<file path="config.mk">
export PLATFORM = sky130hd
export DESIGN_NAME = msns_ctrl
export DESIGN_NICKNAME = d
export VERILOG_FILES = /design/src/msns_pkg.sv /design/src/msns_ctrl.sv
export SDC_FILE = /design/constraint.sdc
export NUM_CORES = 1
export LEC_CHECK = 0
export ABC_AREA = 0
export ABC_CLOCK_PERIOD_IN_PS = 2900
export BUFFER_PORTS_ARGS = -buffer_cell sky130_fd_sc_hd__buf_2
export CAP_MARGIN = 25
export CORE_MARGIN = 2
export CORE_UTILIZATION = 50
export DETAILED_ROUTE_END_ITERATION = 8
export PLACE_DENSITY = 0.81
export SETUP_SLACK_MARGIN = 0.05
export SYNTH_ARGS = -nofsm -noshare
export SYNTH_HDL_FRONTEND = slang
export SYNTH_SLANG_ARGS = --single-unit
export TNS_END_PERCENT = 30
</file>
<file path="constraint.sdc">
create_clock -name i_clk -period 2.9 [get_ports i_clk]
set_clock_uncertainty 0.05 [all_clocks]
set_input_delay 0.58 -clock i_clk [delete_from_list [all_inputs] [get_ports i_clk]]
set_output_delay 0.58 -clock i_clk [all_outputs]
set_load 0.05 [all_outputs]
</file>
<file path="src/msns_pkg.sv">
// Shared types and constants for the monophonic sine note synthesizer.
// Holds the controller/datapath command and status structs, mode codes and fixed tables.
// No dependencies.
package msns_pkg;

    localparam int RATE_W = 18;
    localparam int KEY_W  = 8;
    localparam int GAIN_W = 17;
    localparam int MODE_W = 3;
    localparam int FREQ_W = 30;
    localparam int Q30_W  = 31;
    localparam int AMP_W  = 46;
    localparam int PROD_W = 63;

    localparam int unsigned RATE_DEFAULT = 48000;
    localparam int unsigned FREQ_RESET   = 28835840;
    localparam int unsigned GAIN_RESET   = 65536;

    localparam logic signed [KEY_W-1:0] KEY_NONE = -8'sd1;

    localparam logic [7:0]       OCT_RECIP = 8'd171;
    localparam logic [Q30_W-1:0] Q30_ONE   = 31'd1073741824;
    localparam logic [Q30_W-1:0] POLY_SEED = 31'd172272;
    localparam logic [Q30_W-1:0] AMP_Q16   = 31'd19661;
    localparam logic [Q30_W-1:0] POLY_COEF [4] = '{
        31'd5026995, 31'd85569306, 31'd693598669, 31'd1686629713
    };

    typedef enum logic [MODE_W-1:0] {
        MODE_TICK     = 3'd0,
        MODE_NOTE_ON  = 3'd1,
        MODE_NOTE_OFF = 3'd2,
        MODE_GAIN     = 3'd3,
        MODE_RESET    = 3'd4
    } t_mode;

    typedef enum logic [3:0] {
        OP_IDLE  = 4'd0,
        OP_X2    = 4'd1,
        OP_POLY  = 4'd2,
        OP_SINE  = 4'd3,
        OP_AMP   = 4'd4,
        OP_GAIN  = 4'd5,
        OP_EMIT  = 4'd6,
        OP_DLOAD = 4'd7,
        OP_DSTEP = 4'd8
    } t_op;

    typedef struct packed {
        t_op        op;
        logic [1:0] coef_sel;
        logic       take_tick;
        logic       take_on;
        logic       take_off;
        logic       take_gain;
        logic       take_reset;
    } t_cmd;

    typedef struct packed {
        logic div_last;
    } t_sts;

    // Q14.16 note frequencies of the top octave, keys 120 to 131
    function automatic logic [FREQ_W-1:0] top_octave(input logic [3:0] sel);
        logic [FREQ_W-1:0] f;
        unique case (sel)
            4'd0:    f = 30'd548668578;
            4'd1:    f = 30'd581294109;
            4'd2:    f = 30'd615859655;
            4'd3:    f = 30'd652480576;
            4'd4:    f = 30'd691279090;
            4'd5:    f = 30'd732384684;
            4'd6:    f = 30'd775934544;
            4'd7:    f = 30'd822074013;
            4'd8:    f = 30'd870957077;
            4'd9:    f = 30'd922746880;
            4'd10:   f = 30'd977616265;
            4'd11:   f = 30'd1035748353;
            default: f = 30'd548668578;
        endcase
        return f;
    endfunction

endpackage

</file>
<file path="src/msns_ctrl.sv">
// Sequencer for the sine note synthesizer: input/output handshake and one-hot state machine.
// Issues datapath commands per step; depends on msns_pkg.
module msns_ctrl (
    input  logic                          i_clk,
    input  logic                          i_rst_n,
    input  logic                          i_in_valid,
    output logic                          o_in_ready,
    input  logic [msns_pkg::MODE_W-1:0]   i_mode,
    input  logic                          i_cfg_we,
    output logic                          o_out_valid,
    input  logic                          i_out_ready,
    output msns_pkg::t_cmd                o_cmd,
    input  msns_pkg::t_sts                i_sts
);
    import msns_pkg::*;

    typedef enum logic [8:0] {
        S_IDLE  = 9'b000000001,
        S_X2    = 9'b000000010,
        S_POLY  = 9'b000000100,
        S_SINE  = 9'b000001000,
        S_AMP   = 9'b000010000,
        S_GAIN  = 9'b000100000,
        S_EMIT  = 9'b001000000,
        S_DLOAD = 9'b010000000,
        S_DIV   = 9'b100000000
    } t_state;

    t_state     r_state, n_state;
    logic [1:0] r_coef, n_coef;
    logic       r_out_valid, n_out_valid;
    logic       accept;
    logic       emit_ok;
    logic       emit;

    assign o_in_ready  = (r_state == S_IDLE) && !i_cfg_we;
    assign accept      = i_in_valid && o_in_ready;
    assign emit_ok     = !r_out_valid || i_out_ready;
    assign emit        = (r_state == S_EMIT) && emit_ok;
    assign o_out_valid = r_out_valid;

    always_comb begin
        n_state = r_state;
        n_coef  = r_coef;
        unique case (r_state)
            S_IDLE: begin
                if (i_cfg_we) begin
                    n_state = S_DLOAD;
                end else if (accept) begin
                    unique case (t_mode'(i_mode))
                        MODE_TICK:    n_state = S_X2;
                        MODE_NOTE_ON: n_state = S_DLOAD;
                        MODE_RESET:   n_state = S_DLOAD;
                        default:      n_state = S_IDLE;
                    endcase
                end
            end
            S_X2: begin
                n_state = S_POLY;
                n_coef  = 2'd0;
            end
            S_POLY: begin
                n_coef = r_coef + 2'd1;
                if (r_coef == 2'd3) begin
                    n_state = S_SINE;
                end
            end
            S_SINE:  n_state = S_AMP;
            S_AMP:   n_state = S_GAIN;
            S_GAIN:  n_state = S_EMIT;
            S_EMIT: begin
                if (emit_ok) begin
                    n_state = S_IDLE;
                end
            end
            S_DLOAD: n_state = S_DIV;
            S_DIV: begin
                if (i_sts.div_last) begin
                    n_state = S_IDLE;
                end
            end
            default: n_state = S_IDLE;
        endcase
    end

    always_comb begin
        if (emit) begin
            n_out_valid = 1'b1;
        end else if (i_out_ready) begin
            n_out_valid = 1'b0;
        end else begin
            n_out_valid = r_out_valid;
        end
    end

    always_comb begin
        o_cmd            = '0;
        o_cmd.op         = OP_IDLE;
        o_cmd.coef_sel   = r_coef;
        o_cmd.take_tick  = accept && (t_mode'(i_mode) == MODE_TICK);
        o_cmd.take_on    = accept && (t_mode'(i_mode) == MODE_NOTE_ON);
        o_cmd.take_off   = accept && (t_mode'(i_mode) == MODE_NOTE_OFF);
        o_cmd.take_gain  = accept && (t_mode'(i_mode) == MODE_GAIN);
        o_cmd.take_reset = accept && (t_mode'(i_mode) == MODE_RESET);
        unique case (r_state)
            S_X2:    o_cmd.op = OP_X2;
            S_POLY:  o_cmd.op = OP_POLY;
            S_SINE:  o_cmd.op = OP_SINE;
            S_AMP:   o_cmd.op = OP_AMP;
            S_GAIN:  o_cmd.op = OP_GAIN;
            S_EMIT:  o_cmd.op = emit ? OP_EMIT : OP_IDLE;
            S_DLOAD: o_cmd.op = OP_DLOAD;
            S_DIV:   o_cmd.op = OP_DSTEP;
            default: o_cmd.op = OP_IDLE;
        endcase
    end

    always_ff @(posedge i_clk) begin
        if (!i_rst_n) begin
            r_state     <= S_IDLE;
            r_coef      <= 2'd0;
            r_out_valid <= 1'b0;
        end else begin
            r_state     <= n_state;
            r_coef      <= n_coef;
            r_out_valid <= n_out_valid;
        end
    end

    a_div_exit: assert property (@(posedge i_clk) disable iff (!i_rst_n)
        (r_state == S_DIV && i_sts.div_last) |=> (r_state == S_IDLE))
        else $error("divider did not return to idle");

    a_tick_start: assert property (@(posedge i_clk) disable iff (!i_rst_n)
        (accept && i_mode == MODE_TICK) |=> (r_state == S_X2))
        else $error("tick item did not start the sine sequence");

    a_emit_hold: assert property (@(posedge i_clk) disable iff (!i_rst_n)
        (r_state == S_EMIT && r_out_valid && !i_out_ready) |=>
        (r_state == S_EMIT && r_out_valid))
        else $error("result overwrote an untaken output");

    a_cfg_recalc: assert property (@(posedge i_clk) disable iff (!i_rst_n)
        (i_cfg_we && r_state == S_IDLE) |=> (r_state == S_DLOAD))
        else $error("rate write did not start a step update");

    a_poly_len: assert property (@(posedge i_clk) disable iff (!i_rst_n)
        $rose(r_state == S_SINE) |-> ($past(r_state) == S_POLY && $past(r_coef) == 2'd3))
        else $error("polynomial sequence cut short");

endmodule

</file>
==> flow_summary_export.csv <==
group,metric,value,unit
global_route,antenna_found_initial,0,
drt,wl_met3,110,um
logic_synthesis,synth_nets,113,
setup_path,path_cells,"or4_4, nor3_4, nand3b_1, nor3_4, buf_2",
power,p_leak,0.419,nW
placed_design,dp_hpwl,1550,um
clocking,clkTransAtPathRegs,0.07,ns
setup_path,critPathTopFamily,"simple AND/OR/NAND/NOR gates",
sta,holdWs,0.488,ns
setup_path,cpMostUsedCell,"nor3_4",
logic_synthesis,yosys_warnings,0,
logic_synthesis,synth_xor_area_share,4.32,%
logic_synthesis,yosysTopAreaCellShare,29.6,%
clocking,cts_max_path_buffers,2,
drt,drt-wirelength-per-cell,14.2,um
power,finalPower,412,uW
placed_design,port_buffers,21,
run,maxCapViolCount,0,
drt,via_per_inst,6.23,
drt,drc,0,
floorplan,fp.dieH,44.3,um
setup_path,critical_path_arrival,2.12,ns
drt,drtAntennaViolNets,0,
drt,routed_wl,2010,um
clocking,cts-root-buf,"clkbuf_4",
drt,dr.pass1.iters,4,
floorplan,die_x,44.3,um
placed_design,dp_cells,137,
floorplan,rows,14,
floorplan,ios,22,
logic_synthesis,synthAdderAreaFrac,1.54,%
logic_synthesis,yosysMostFrequentCell,"dfxtp_1",
clocking,worst_skew_pair.late_latency,0.27,ns
global_route,grt_max_degree,11,
final_layout,final_layout_size_suffix_gt1_share,29.6,%
sta,finalSetupViolations,0,
logic_synthesis,synth.mux.area_fraction,0,%
outcome,status,"complete, no violations",
logic_synthesis,synth_top_cells_by_area,"dfxtp_1 30%, nor2_1 5.1%, nor3_1 4.3%, nand4_1 3.9%, nand2_1 3.2%",
final_layout,antenna-diode-count,0,
clocking,cts_htree_levels,1,
min_path,min_path_type,"register to register",
drt,m1WireLength,873,um
sta,relSlewSlack,63.6,%
logic_synthesis,syn_avg_cell_area,7.87,um^2
global_route,grt_usage,23.1,%
floorplan,core_area,0.00151,mm^2
sta,rsz0062_at_grt,"yes",
power,p_per_area,417,mW/mm^2
setup_path,r2r_start,"r_state[5]",
min_path,hold_depth,1,
drt,drtIter0Drc,13,
sta,clock.fmax,0.364,GHz
min_path,min_from,"r_state[0]",
sta,finalHoldViolations,0,
sta,tns,0,ns
drt,met2_length,1010,um
setup_path,crit_fanout,10,
logic_synthesis,ys_ff_latch,12,
logic_synthesis,synth_compound_area_share,16.0,%
sta,finalCritPeriodShare,94.7,%
placed_design,dp_slack,0.230,ns
logic_synthesis,ys.flop_type,"dfxtp_1",
sta,slew_viol_final,0,
logic_synthesis,synth_simple_gate_area_share,42.4,%
logic_synthesis,synth_edf_count,0,
final_layout,nNetsFinal,137,
clocking,cts_sinks,12,
logic_synthesis,postSynth.asyncResetShare,0,%
global_route,grt_overflow,0,
drt,vias,879,
drt,routed.top_layer,"met4",
setup_path,critPathMaxStageDelay,0.60,ns
sta,layout_setup_ws,0.153,ns
clocking,cts-buffers-inserted,3,
setup_path,start_kind,"register",
placed_design,place_congestion,0.920,
logic_synthesis,synth_top_family_by_area,"simple AND/OR/NAND/NOR gates",
global_route,grt_pass1_wl,3360,um
setup_path,crit_required,2.27,ns
clocking,cts_tree,"yes",
final_layout,fin_util,65.5,%
setup_path,crit_path_end_kind,"output port",
floorplan,die_area,0.00196,mm^2
min_path,whs_endpoint,"r_state[7]",
sta,finalCriticalPeriod,2.75,ns
floorplan,start_util,53.8,%
setup_path,r2r_end,"r_state[7]",
final_layout,area_growth,21.8,%
setup_path,regToRegSetupSlack,0.85,ns
setup_path,path_buf_inv,1,
placed_design,place_area,953,um^2
final_layout,finalInstanceArea,987,um^2
setup_path,path_class,"register to output port",
logic_synthesis,syn_area,811,um^2
logic_synthesis,yosys-top-cells-count,"12 x dfxtp_1, 11 x nor2_1, 7 x nand2_1, 7 x nor3_1, 6 x inv_1",
logic_synthesis,yosysTopAreaCell,"dfxtp_1",
logic_synthesis,synth_cell_types,38,
setup_path,slowest_stage,"or4_4",
sta,tightest_slew,0.542,ns
final_layout,final_cells,141,
global_route,grt_pass1_vias,795,
logic_synthesis,yosysSeqAreaShare,29.6,%
logic_synthesis,synthCells,103,
power,max-vdd-ir-drop,0.297,mV
setup_path,worst-r2r-cell-count,4,
-- layer usage --
| layer | up-vias | track usage [%] |
|---|---|---|
| met3 | 2 | 4.90 |
| met4 | 0 | 7.27 |
| met2 | 30 | 39.7 |
| li1 | 436 | - |
| met1 | 411 | 28.6 |
| met5 | - | 0 |
-- cell usage in the layout (no fill, tap or decap), types with 3 or more instances in the layout --
master     n
a21oi_1    3
nand2_1    7
nor3_1     5
nor4_1     4
nor2_2     3
or3_1      4
nor3_4     3
nand4b_1   3
nand4_1    5
and3_1     3
nand3_1    3
clkbuf_4   4
buf_2     20
dfxtp_1   11
nor2_1     8
inv_1      6
-- sequential cells by signal, indices dropped and copies added, names as in the netlist --
signal	count
r_coef	2
o_out_valid	1
r_state	9
-- what timing repair did --
action,4_1_cts,5_1_grt
setup endpoints to repair,0,5
hold buffers,0,0
buffers inserted,0,1
gates resized for setup,0,2
-- worst register-to-register path: cells and delay by family, from the launching register on --
kind | cells | cell delay [ns]
AND/OR/NAND/NOR | 4 | 1.48
flip-flops | 1 | 0.40
-- area by class of cell --
class                   count  area, um^2
clock buffers               3        22.5
fillers                   131         519
inverters                   6        22.5
multi-input cells          81         558
flip-flops and latches     12         241
well taps                  16        20.0
repair buffers             23         123
-- power breakdown --
group          total [mW]  switching (mW)  internal (mW)
logic               0.130          0.0817         0.0482
registers           0.182          0.0108          0.171
clock network       0.101          0.0525         0.0480
-- worst max-delay path by stage --
stage	endpoint	from	depth (start not counted)	slack, ns
final	o_cmd[4]	r_state[5]	5	0.15
after global routing	o_cmd[7]	r_state[1]	5	0.04
after CTS	o_cmd[3]	r_state[5]	5	0.08
after detailed placement	o_cmd[3]	i_cfg_we	6	0.23
after global placement	o_cmd[3]	i_cfg_we	6	0.29
after floorplan	o_cmd[3]	i_cfg_we	4	-0.03
-- cells by family after synthesis --
logic type / count (synthesis)
AND/OR/NAND/NOR: 59
AO/OA/AOI/OAI: 17
flip-flops: 12
buffers and inverters: 10
XOR/XNOR: 4
adder cells (fa/ha/maj): 1
(Power assumes the default switching activity.)
